--- src/rtl/core/pisc_pkg.sv ---
`default_nettype none

package pisc_pkg;

   localparam int DRIVE_W    = 16;
   localparam int SPEED_W    = 16;
   localparam int CSR_DATA_W = 24;
   localparam int CSR_IDX_W  = 3;
   localparam int OPCODE_W   = 3;
   localparam int SUM_W      = 24;
   localparam int TORQUE_W   = 8;

   localparam logic signed [DRIVE_W-1:0] DRIVE_FULL = 16'sd16384;

   localparam logic [OPCODE_W-1:0] OP_TICK     = 3'd0;
   localparam logic [OPCODE_W-1:0] OP_READY    = 3'd1;
   localparam logic [OPCODE_W-1:0] OP_STATE    = 3'd2;
   localparam logic [OPCODE_W-1:0] OP_TARGET   = 3'd3;
   localparam logic [OPCODE_W-1:0] OP_MEASURED = 3'd4;

   localparam logic [CSR_IDX_W-1:0] REG_PROP_GAIN        = 3'd0;
   localparam logic [CSR_IDX_W-1:0] REG_INTEG_GAIN       = 3'd1;
   localparam logic [CSR_IDX_W-1:0] REG_INTEGRAL_LIMIT   = 3'd2;
   localparam logic [CSR_IDX_W-1:0] REG_KICKIN_SPEED     = 3'd3;
   localparam logic [CSR_IDX_W-1:0] REG_RESET_SPEED      = 3'd4;
   localparam logic [CSR_IDX_W-1:0] REG_MAX_STEP         = 3'd5;
   localparam logic [CSR_IDX_W-1:0] REG_INSPECTION_DRIVE = 3'd6;

   localparam logic [15:0] PROP_GAIN_RST        = 16'd205;
   localparam logic [14:0] MAX_STEP_RST         = 15'd82;
   localparam logic [15:0] INSPECTION_DRIVE_RST = 16'd1802;

   typedef struct packed {
      logic [OPCODE_W-1:0]       opcode;
      logic signed [SPEED_W-1:0] speed_value;
      logic                      go_ahead;
      logic                      is_driving;
      logic                      is_inspection;
   } req_type;

   typedef struct packed {
      logic signed [DRIVE_W-1:0]  drive_value;
      logic signed [TORQUE_W-1:0] torque_percent;
   } rsp_type;

endpackage

`default_nettype wire

--- src/rtl/core/pi_speed_controller.sv ---
`default_nettype none

// Channel   Handshake              Payload
// req       req_valid/req_stall    pisc_pkg::req_type (event or tick item)
// rsp       rsp_valid/rsp_stall    pisc_pkg::rsp_type (drive and torque)
// csr       csr_write_en           csr_index, csr_wdata (write only)
//
// One item per cycle while the result is not stalled: an input register, one pass of compute, a result register.
// A tick item that yields a result goes through the input register and then the result register;
// the loop through error_sum_ff and last_drive_ff closes in that single pass.
// Synchronous reset loads register defaults and clears all controller state.
// A stalled result holds the pass; req_stall rises only when both stages are full.

module pi_speed_controller (
   input  wire logic                           clock,
   input  wire logic                           reset,
   input  wire logic                           req_valid,
   output      logic                           req_stall,
   input  wire pisc_pkg::req_type              req_data,
   output      logic                           rsp_valid,
   input  wire logic                           rsp_stall,
   output      pisc_pkg::rsp_type              rsp_data,
   input  wire logic                           csr_write_en,
   input  wire logic [pisc_pkg::CSR_IDX_W-1:0] csr_index,
   input  wire logic [pisc_pkg::CSR_DATA_W-1:0] csr_wdata
);
   import pisc_pkg::*;

   logic [15:0]        prop_gain_ff;
   logic [15:0]        integ_gain_ff;
   logic [SUM_W-1:0]   integral_limit_ff;
   logic [14:0]        kickin_speed_ff;
   logic [14:0]        reset_speed_ff;
   logic [14:0]        max_step_ff;
   logic signed [15:0] inspection_drive_ff;

   logic                      ready_flag_ff;
   logic                      motors_on_ff;
   logic                      inspection_mode_ff;
   logic signed [SPEED_W-1:0] target_speed_ff;
   logic signed [SPEED_W-1:0] measured_speed_ff;
   logic                      have_target_ff;
   logic                      have_measured_ff;
   logic [SUM_W-1:0]          error_sum_ff;
   logic signed [DRIVE_W-1:0] last_drive_ff;

   req_type                   item_ff;
   logic                      item_valid_ff;
   logic                      rsp_valid_ff;
   logic signed [DRIVE_W-1:0] rsp_drive_ff;

   logic advance;
   logic fire;
   logic tick_go;

   logic signed [16:0]        err;
   logic signed [25:0]        sum_raw;
   logic [SUM_W-1:0]          error_sum_in;
   logic signed [32:0]        p_prod;
   logic [39:0]               i_prod;
   logic signed [41:0]        acc;
   logic signed [35:0]        drive_raw;
   logic signed [17:0]        step_lim;
   logic signed [35:0]        drive_lim;
   logic signed [DRIVE_W-1:0] drive_sat;
   logic signed [DRIVE_W-1:0] insp_sat;
   logic signed [DRIVE_W-1:0] last_drive_in;
   logic signed [22:0]        torque_prod;
   logic signed [22:0]        torque_adj;

   assign advance   = !rsp_valid_ff || !rsp_stall;
   assign fire      = item_valid_ff && advance;
   assign req_stall = item_valid_ff && !advance;
   assign tick_go   = (item_ff.opcode == OP_TICK) && motors_on_ff
                      && have_target_ff && have_measured_ff;

   always_comb begin
      err     = {target_speed_ff[15], target_speed_ff}
                - {measured_speed_ff[15], measured_speed_ff};
      sum_raw = $signed({2'b00, error_sum_ff}) + $signed({{9{err[16]}}, err});
      if (sum_raw < 26'sd0) begin
         error_sum_in = '0;
      end else if (sum_raw > $signed({2'b00, integral_limit_ff})) begin
         error_sum_in = integral_limit_ff;
      end else begin
         error_sum_in = sum_raw[SUM_W-1:0];
      end
      if (measured_speed_ff < $signed({1'b0, reset_speed_ff})) begin
         error_sum_in = '0;
      end

      p_prod = $signed({1'b0, prop_gain_ff}) * err;
      i_prod = integ_gain_ff * error_sum_in;
      acc    = $signed({{9{p_prod[32]}}, p_prod}) + 42'sd32;
      if (measured_speed_ff > $signed({1'b0, kickin_speed_ff})) begin
         acc = acc + $signed({2'b00, i_prod});
      end
      drive_raw = acc[41:6];

      step_lim = $signed({{2{last_drive_ff[15]}}, last_drive_ff})
                 + $signed({3'b000, max_step_ff});
      if (drive_raw > $signed({{18{step_lim[17]}}, step_lim})) begin
         drive_lim = $signed({{18{step_lim[17]}}, step_lim});
      end else begin
         drive_lim = drive_raw;
      end

      if (drive_lim > $signed({{20{DRIVE_FULL[15]}}, DRIVE_FULL})) begin
         drive_sat = DRIVE_FULL;
      end else if (drive_lim < -$signed({{20{DRIVE_FULL[15]}}, DRIVE_FULL})) begin
         drive_sat = -DRIVE_FULL;
      end else begin
         drive_sat = drive_lim[DRIVE_W-1:0];
      end

      if (inspection_drive_ff > DRIVE_FULL) begin
         insp_sat = DRIVE_FULL;
      end else if (inspection_drive_ff < -DRIVE_FULL) begin
         insp_sat = -DRIVE_FULL;
      end else begin
         insp_sat = inspection_drive_ff;
      end

      last_drive_in = inspection_mode_ff ? insp_sat : drive_sat;
   end

   // torque: drive * 100 / 16384, truncated toward zero
   always_comb begin
      torque_prod = $signed({{7{rsp_drive_ff[15]}}, rsp_drive_ff}) * 23'sd100;
      torque_adj  = torque_prod;
      if (torque_prod < 23'sd0) begin
         torque_adj = torque_prod + 23'sd16383;
      end
   end

   assign rsp_valid               = rsp_valid_ff;
   assign rsp_data.drive_value    = rsp_drive_ff;
   assign rsp_data.torque_percent = torque_adj[21:14];

   always_ff @(posedge clock) begin
      if (reset) begin
         prop_gain_ff        <= PROP_GAIN_RST;
         integ_gain_ff       <= '0;
         integral_limit_ff   <= '0;
         kickin_speed_ff     <= '0;
         reset_speed_ff      <= '0;
         max_step_ff         <= MAX_STEP_RST;
         inspection_drive_ff <= INSPECTION_DRIVE_RST;
      end else if (csr_write_en) begin
         case (csr_index)
            REG_PROP_GAIN:        prop_gain_ff        <= csr_wdata[15:0];
            REG_INTEG_GAIN:       integ_gain_ff       <= csr_wdata[15:0];
            REG_INTEGRAL_LIMIT:   integral_limit_ff   <= csr_wdata[SUM_W-1:0];
            REG_KICKIN_SPEED:     kickin_speed_ff     <= csr_wdata[14:0];
            REG_RESET_SPEED:      reset_speed_ff      <= csr_wdata[14:0];
            REG_MAX_STEP:         max_step_ff         <= csr_wdata[14:0];
            REG_INSPECTION_DRIVE: inspection_drive_ff <= $signed(csr_wdata[15:0]);
            default: ;
         endcase
      end
   end

   always_ff @(posedge clock) begin
      if (reset) begin
         item_valid_ff <= 1'b0;
      end else if (!req_stall) begin
         item_valid_ff <= req_valid;
      end
   end

   always_ff @(posedge clock) begin
      if (req_valid && !req_stall) begin
         item_ff <= req_data;
      end
   end

   always_ff @(posedge clock) begin
      if (reset) begin
         ready_flag_ff      <= 1'b0;
         motors_on_ff       <= 1'b0;
         inspection_mode_ff <= 1'b0;
         target_speed_ff    <= '0;
         measured_speed_ff  <= '0;
         have_target_ff     <= 1'b0;
         have_measured_ff   <= 1'b0;
         error_sum_ff       <= '0;
         last_drive_ff      <= '0;
      end else if (fire) begin
         case (item_ff.opcode)
            OP_READY: begin
               ready_flag_ff <= item_ff.go_ahead;
            end
            OP_STATE: begin
               inspection_mode_ff <= item_ff.is_inspection;
               if (item_ff.is_driving && ready_flag_ff) begin
                  motors_on_ff <= 1'b1;
               end
            end
            OP_TARGET: begin
               target_speed_ff <= item_ff.speed_value;
               have_target_ff  <= 1'b1;
            end
            OP_MEASURED: begin
               measured_speed_ff <= item_ff.speed_value;
               have_measured_ff  <= 1'b1;
            end
            OP_TICK: begin
               if (tick_go) begin
                  error_sum_ff  <= error_sum_in;
                  last_drive_ff <= last_drive_in;
               end
            end
            default: ;
         endcase
      end
   end

   always_ff @(posedge clock) begin
      if (reset) begin
         rsp_valid_ff <= 1'b0;
      end else if (fire && tick_go) begin
         rsp_valid_ff <= 1'b1;
      end else if (!rsp_stall) begin
         rsp_valid_ff <= 1'b0;
      end
   end

   always_ff @(posedge clock) begin
      if (fire && tick_go) begin
         rsp_drive_ff <= last_drive_in;
      end
   end

endmodule

`default_nettype wire
--- config.mk ---
export PLATFORM = sky130hd
export DESIGN_NAME = pi_speed_controller
export DESIGN_NICKNAME = d
export VERILOG_FILES = /design/src/rtl/core/pisc_pkg.sv /design/src/rtl/core/pi_speed_controller.sv
export SDC_FILE = /design/constraint.sdc
export NUM_CORES = 2
export LEC_CHECK = 0
export ABC_AREA = 1
export BUFFER_PORTS_ARGS = -buffer_cell sky130_fd_sc_hd__buf_2
export CAP_MARGIN = 10
export CORE_ASPECT_RATIO = 1.5
export CORE_MARGIN = 2
export CORE_UTILIZATION = 50
export DETAILED_ROUTE_END_ITERATION = 8
export GPL_TIMING_DRIVEN = 0
export PLACE_DENSITY = 0.64
export SYNTH_ARGS = -nofsm -noshare
export SYNTH_HDL_FRONTEND = slang
export SYNTH_SLANG_ARGS = --single-unit
--- constraint.sdc ---
create_clock -name clock -period 44.2 [get_ports clock]
set_input_delay 4.42 -clock clock [delete_from_list [all_inputs] [get_ports clock]]
set_output_delay 4.42 -clock clock [all_outputs]
set_load 0.01 [all_outputs]
After elaboration in Yosys (flattened, before gate mapping)
Index checks and enable logic that the tools add are counted.
{"block": "word_totals", "reg_bits": 234, "in_bits": 54, "output_inout_bits": 26, "wordCells": 95}
{"block": "op_classes", "addsub": 6, "mul": 3, "order_cmp": 10, "eq_ne": 11, "muxes": 13, "n_reduce_logical": 28}
{"op": "$mux W16", "n": 5}
{"op": "$mux W24", "n": 3}
{"op": "$add A34 B41 Y42", "n": 1}
{"op": "$mux W42", "n": 1}
{"op": "$mul A16 B24 Y40", "n": 1}
{"op": "$gt A36 B16 Y1 const B", "n": 1}
{"op": "$gt A36 B17 Y1", "n": 1}
{"op": "$lt A36 B15 Y1 const B", "n": 1}
{"op": "$mux W36", "n": 1}
{"op": "$add A33 B7 Y34 const B", "n": 1}
{"op": "$mul A17 B17 Y33", "n": 1}
{"op": "$add A25 B17 Y26", "n": 1}
{"op": "$gt A26 B25 Y1", "n": 1}
{"op": "$lt A26 B1 Y1 const B", "n": 1}
{"op": "$lt A23 B1 Y1 const B", "n": 1}
{"op": "$add A22 B15 Y22 const B", "n": 1}
{"op": "$mux W22", "n": 1}
{"op": "$reduce_and A2 Y1", "n": 11}
{"op": "$mul A16 B6 Y21 const B", "n": 1}
{"op": "$add A16 B16 Y17", "n": 1}
{"op": "$sub A16 B16 Y17", "n": 1}
{"op": "$gt A16 B16 Y1", "n": 1}
{"op": "$gt A16 B16 Y1 const B", "n": 1}
{"op": "$lt A16 B15 Y1 const B", "n": 1}
{"op": "11 further kinds", "n": 31}

Logic depth before layout (Yosys ltp)
{"block": "depth", "ltp_word": 15, "mapped_depth": 133, "depth_no_buf": 128}

Worst setup path after synthesis
Ideal clock, no wire load.
{"block": "synth_timing", "path_kind": "reg-to-reg", "start": "reg measured_speed_ff[2]", "end": "reg rsp_drive_ff[11] (data pin)", "setup_ns": 0.256, "arrival_ns": 15.750, "required_time_ns": 43.944, "setup_slack_ns": 28.195, "path_stages_with_launch": 117, "path_buffers": 5, "period_less_slack_ns": 16.005, "path_cell_list": "dfxtp_1 > inv_1 > ha_1 > nand2_1 > nor2_1 > a211oi_1 > inv_1 > a21oi_1 > o21ai_0 > nand2_1 > nand2_1 > a21oi_1 > or2_2 > nand2_1 > a21oi_1 > inv_1 > a21oi_1 > nor2_1 > [... 81 more ...] > nand2_1 > inv_1 > nand3_1 > or2_2 > a21oi_1 > o21ai_0 > nand2_1 > xnor2_1 > nand2_1 > clkinv_1 > buf_2 > nand2_1 > inv_1 > nor2_1 > nand2_2 > buf_6 > nand4_1 > nand2_1"}
{"block": "synth_between", "elab_chain_cells": 15, "elab_cells_between_ends": 21, "classes_between": "add/sub (4); mul (2); order compare (7); mux (8)"}
{"item": "start: declaration", "line_no": "pi_speed_controller.sv:41", "text": "logic signed [SPEED_W-1:0] measured_speed_ff;"}
{"item": "start signal: assignment", "line_no": "pi_speed_controller.sv:204", "text": "measured_speed_ff <= item_ff.speed_value;"}
{"item": "$sub A16 B16 Y17", "line_no": "pi_speed_controller.sv:79", "text": "- {measured_speed_ff[15], measured_speed_ff};"}
{"item": "$add A25 B17 Y26", "line_no": "pi_speed_controller.sv:80", "text": "sum_raw = $signed({2'b00, error_sum_ff}) + $signed({{9{err[16]}}, err});"}
{"item": "$gt A26 B25 Y1", "line_no": "pi_speed_controller.sv:83", "text": "end else if (sum_raw > $signed({2'b00, integral_limit_ff})) begin"}
{"item": "$mux W24", "line_no": "pi_speed_controller.sv:83"}
{"item": "$mux W24", "line_no": "pi_speed_controller.sv:81", "text": "if (sum_raw < 26'sd0) begin"}
{"item": "$mux W24", "line_no": "pi_speed_controller.sv:88", "text": "if (measured_speed_ff < $signed({1'b0, reset_speed_ff})) begin"}
{"item": "$mul A16 B24 Y40", "line_no": "pi_speed_controller.sv:93", "text": "i_prod = integ_gain_ff * error_sum_in;"}
{"item": "$add A34 B41 Y42", "line_no": "pi_speed_controller.sv:96", "text": "acc = acc + $signed({2'b00, i_prod});"}
{"item": "$mux W42 (*)", "line_no": "pi_speed_controller.sv:95", "text": "if (measured_speed_ff > $signed({1'b0, kickin_speed_ff})) begin"}
{"item": "$gt A36 B17 Y1", "line_no": "pi_speed_controller.sv:102", "text": "if (drive_raw > $signed({{18{step_lim[17]}}, step_lim})) begin"}
{"item": "$mux W36 (*)", "line_no": "pi_speed_controller.sv:102"}
{"item": "$lt A36 B15 Y1", "line_no": "pi_speed_controller.sv:110", "text": "end else if (drive_lim < -$signed({{20{DRIVE_FULL[15]}}, DRIVE_FULL})) begin"}
{"item": "$mux W16", "line_no": "pi_speed_controller.sv:110"}
{"item": "$mux W16 (*)", "line_no": "pi_speed_controller.sv:108", "text": "if (drive_lim > $signed({{20{DRIVE_FULL[15]}}, DRIVE_FULL})) begin"}
{"item": "$mux W16 (*)", "line_no": "pi_speed_controller.sv:124", "text": "last_drive_in = inspection_mode_ff ? insp_sat : drive_sat;"}
{"item": "named net last_drive_in[11]", "line_no": "pi_speed_controller.sv:67", "text": "logic signed [DRIVE_W-1:0] last_drive_in;"}
{"item": "end signal: assignment", "line_no": "pi_speed_controller.sv:230", "text": "rsp_drive_ff <= last_drive_in;"}
{"item": "end: declaration", "line_no": "pi_speed_controller.sv:50", "text": "logic signed [DRIVE_W-1:0] rsp_drive_ff;"}
The timed path passes the listed nets; every way through them passes the cells marked *.
A chain may end at the register's enable or synchronous reset.

Final worst setup path
{"block": "layout_timing", "start": "reg measured_speed_ff[2]", "end": "reg last_drive_ff[6]"}
{"block": "layout_between", "elab_chain_cells": 15, "elab_cells_between_ends": 21, "classes_between": "add/sub (4); mul (2); order compare (7); mux (8)"}
{"item": "$sub A16 B16 Y17", "line_no": "pi_speed_controller.sv:79"}
{"item": "$add A25 B17 Y26", "line_no": "pi_speed_controller.sv:80"}
{"item": "$gt A26 B25 Y1", "line_no": "pi_speed_controller.sv:83"}
{"item": "$mux W24", "line_no": "pi_speed_controller.sv:83"}
{"item": "$mux W24", "line_no": "pi_speed_controller.sv:81"}
{"item": "$mux W24", "line_no": "pi_speed_controller.sv:88"}
{"item": "$mul A16 B24 Y40", "line_no": "pi_speed_controller.sv:93"}
{"item": "$add A34 B41 Y42", "line_no": "pi_speed_controller.sv:96"}
{"item": "$mux W42 (*)", "line_no": "pi_speed_controller.sv:95"}
{"item": "$gt A36 B17 Y1", "line_no": "pi_speed_controller.sv:102"}
{"item": "$mux W36 (*)", "line_no": "pi_speed_controller.sv:102"}
{"item": "$lt A36 B15 Y1", "line_no": "pi_speed_controller.sv:110"}
{"item": "$mux W16", "line_no": "pi_speed_controller.sv:110"}
{"item": "$mux W16 (*)", "line_no": "pi_speed_controller.sv:108"}
{"item": "$mux W16 (*)", "line_no": "pi_speed_controller.sv:124"}
{"item": "end signal: assignment", "line_no": "pi_speed_controller.sv:210", "text": "last_drive_ff <= last_drive_in;"}
{"item": "end: declaration", "line_no": "pi_speed_controller.sv:45", "text": "logic signed [DRIVE_W-1:0] last_drive_ff;"}
Every way passes the cells marked *; elsewhere a longest branch is shown, timed or not.

==> summary.md <==
| Metric | Value |
|---|---|
| Status | `completed` |
| Synthesis Warnings | `0` |
| Via density per instance | `5.47` |
| # H-tree levels | `1` |
| Grt ovf | `0` |
| Slowest cell on crit path | `clkinv_1` |
| Pre-antenna DRT Iters | `6` |
| Startpoint types | `flop` |
| CTS Hold Bufs | `0` |
| Initial antenna violation count | `0` |
| Most used cell, CP | `nand2_1` |
| Post-synthesis cell area | `40600 um2` |
| RSZ-0062 raised after global routing | `no` |
| GR Util All Layers | `0.327` |
| Crit path time final | `21.62 ns` |
| Hold Path Depth | `2` |
| Mapped Cells | `5497` |
| Design area | `43200 um2` |
| Area share of the leading cell type in the synthesized netlist | `0.262` |
| Avg Inst Size Synth | `7.38 um2` |
| CTS Root Cell | `clkbuf_16` |
| TritonCTS clock tree | `built` |
| Slowest Stage Delay on Critical Path | `0.57 ns` |
| Post-DP Area | `42300 um2` |
| Post-DRT Antenna Nets | `0` |
| Synth area leaders | `fa_1 (26%), ha_1 (15%), inv_1 (11%), nand2_1 (9.8%), dfxtp_1 (9.7%)` |
| Clk Latency, worst-skew pair | `0.59 ns` |
| Async set-or-reset flop fraction in the synthesized netlist | `0` |
| F_max | `0.0463 GHz` |
| CTS Buf Count | `25` |
| Required time worst endpoint | `44.73 ns` |
| DRC | `0` |
| IO Pins | `80` |
| Yosys reg bits | `234` |
| Final Wtd Congestion | `0.986` |
| Total wire length | `135 mm` |
| Seq/Total Area, Yosys | `0.125` |
| Filler cells | `8022` |
| Max Slew Vio Count | `0` |
| Worst Tran Pin Value | `1.23 ns` |
| TritonCTS Sinks | `234` |
| Crit path max fanout | `10` |
| Die Area | `83500 um2` |
| Multi-input gate area | `30400 um2` |
| FP Rows | `128` |
| Largest net degree at the start of global routing | `26` |
| Hold/Removal Path Class | `flop to flop` |
| Top cell type by total area after synthesis | `fa_1` |
| Synth cell types | `67` |
| Post-synth EDFFs | `38` |
| Register area | `5060 um2` |
| Worst Skew | `0.0180 ns` |
| Share of cells above drive strength 1 | `0.0455` |
| Vias | `36445` |
| Synthesis-to-layout area growth | `6.38%` |
| Number of buffers added on ports | `79` |
| CTS clock-pin slew for the worst setup and hold paths | `0.07 ns` |
| Final Hold Fails | `0` |
| Dominant synthesized flop cell | `dfxtp_1` |
| Dpl cells | `6618` |
| Core Region | `80900 um2` |
| Non-Filler Instances | `6667` |
| Period utilization | `0.489` |
| Max cap viols | `0` |
| Post_cts resized | `0` |
| Nets | `6670` |
| Vias in the first global route | `37272` |
| Die Y | `353 um` |
| Crit Path Category | `flop to flop` |
| WL/cell | `20.2 um` |
| Longest Clk Path Bufs | `3` |
| Slew HR | `0.180` |
| Setup violators final | `0` |
| First DRT Iteration DRCs | `2500` |
| Synth Net Count | `6560` |
| Post-detail-place hpwl | `114 mm` |
| CP Data Arrival Time | `22.15 ns` |
| First-pass GRT wire length | `208 mm` |
| DIE WIDTH | `237 um` |
| Starting Density | `0.502` |
| CP endpoint kind | `flop` |
| Post-route setup TNS | `0 ns` |
| Number of post-CTS setup repair buffers | `0` |
| Worst R2R Path Depth | `120` |
==> metal layers <==
metal	up-vias	track usage	part of all wire
li1	17259	-	-
met1	17644	0.368	0.37
met2	1163	0.587	0.50
met3	379	0.0299	0.051
met4	0	0.215	0.079
met5	-	0	0
==> layout make-up <==
cell class                 count  area share
multi-input combinational   3911       0.703
tap                         1040      0.0301
clock buffer                  31      0.0157
clock inverter                15     0.00406
timing repair buffer          83     0.00997
sequential                   234       0.117
inverter                    1196       0.104
antenna                        1   0.0000579
buffer                       156      0.0156
==> worst max-delay path, delay by kind of cell (launching register included) <==
kind / cells / cell delay (ns)
compound gates: 17 / 2.86
simple gates: 64 / 7.88
flops: 1 / 0.39
buf+inv: 23 / 4.44
fa+ha+maj: 12 / 4.98
xor+xnor: 4 / 0.98
==> sequential cells by signal, indices dropped and copies added (netlist names), 15 cells and up <==
| name | cells |
|---|---|
| error_sum_ff | 24 |
| inspection_drive_ff | 16 |
| integ_gain_ff | 16 |
| integral_limit_ff | 24 |
| item_ff | 22 |
| kickin_speed_ff | 15 |
| last_drive_ff | 16 |
| max_step_ff | 15 |
| measured_speed_ff | 16 |
| prop_gain_ff | 16 |
| reset_speed_ff | 15 |
| rsp_drive_ff | 16 |
| target_speed_ff | 16 |
==> cells by family after synthesis <==
kind of cell / synth area share
AO/OA/AOI/OAI: 0.103
XOR/XNOR: 0.0299
AND/OR/NAND/NOR: 0.206
flip-flops: 0.125
adder cells (fa/ha/maj): 0.409
buffers and inverters: 0.127
==> worst paths after layout <==
| path | startpoint | endpoint | slack [ns] |
|---|---|---|---|
| worst max-delay path | measured_speed_ff[2] | last_drive_ff[6] | 22.58 |
| worst min-delay path | kickin_speed_ff[0] | kickin_speed_ff[0] | 0.46 |
| worst max register to register | measured_speed_ff[2] | last_drive_ff[6] | 22.58 |
| worst min register to register | kickin_speed_ff[0] | kickin_speed_ff[0] | 0.46 |
==> placed cells by master, fill, tap and decap left out, drive strengths merged, types with 98 or more instances in the layout <==
cell type	synthesis	routed
nand2	1086	1086
fa	532	532
buf	16	99
ha	477	477
a21oi	371	371
xor2	98	98
inv	1178	1184
dfxtp	196	196
nand3	201	201
clkbuf	138	169
o21ai	270	270
nor2	555	555
==> synthesized netlist by cell type (30+ instances only) <==
library cell and n:
dfxtp_1 196, o21ai_0 254, a21oi_1 364, clkbuf_1 134
nand2_1 1058, nand4_1 59, ha_1 477, nor2_1 542
a31oi_1 30, xor2_1 96, inv_1 1170, fa_1 532
xnor2_1 39, nor3_1 36, nand3_1 189, edfxtp_1 38
==> stage by stage <==
step | worst slack (ns) | hold WS, ns | util
after floorplan | 28.19 | 0.428 | -
after global placement | 23.27 | 0.444 | 0.523
final | 22.58 | 0.460 | 0.534
after detailed placement | 23.04 | 0.452 | 0.523
after CTS | 22.84 | 0.463 | 0.534
after global routing | 20.95 | 0.475 | 0.534
Power is not shown: default switching activity piles up to over one toggle a cycle in this logic, so the estimate is an artifact.
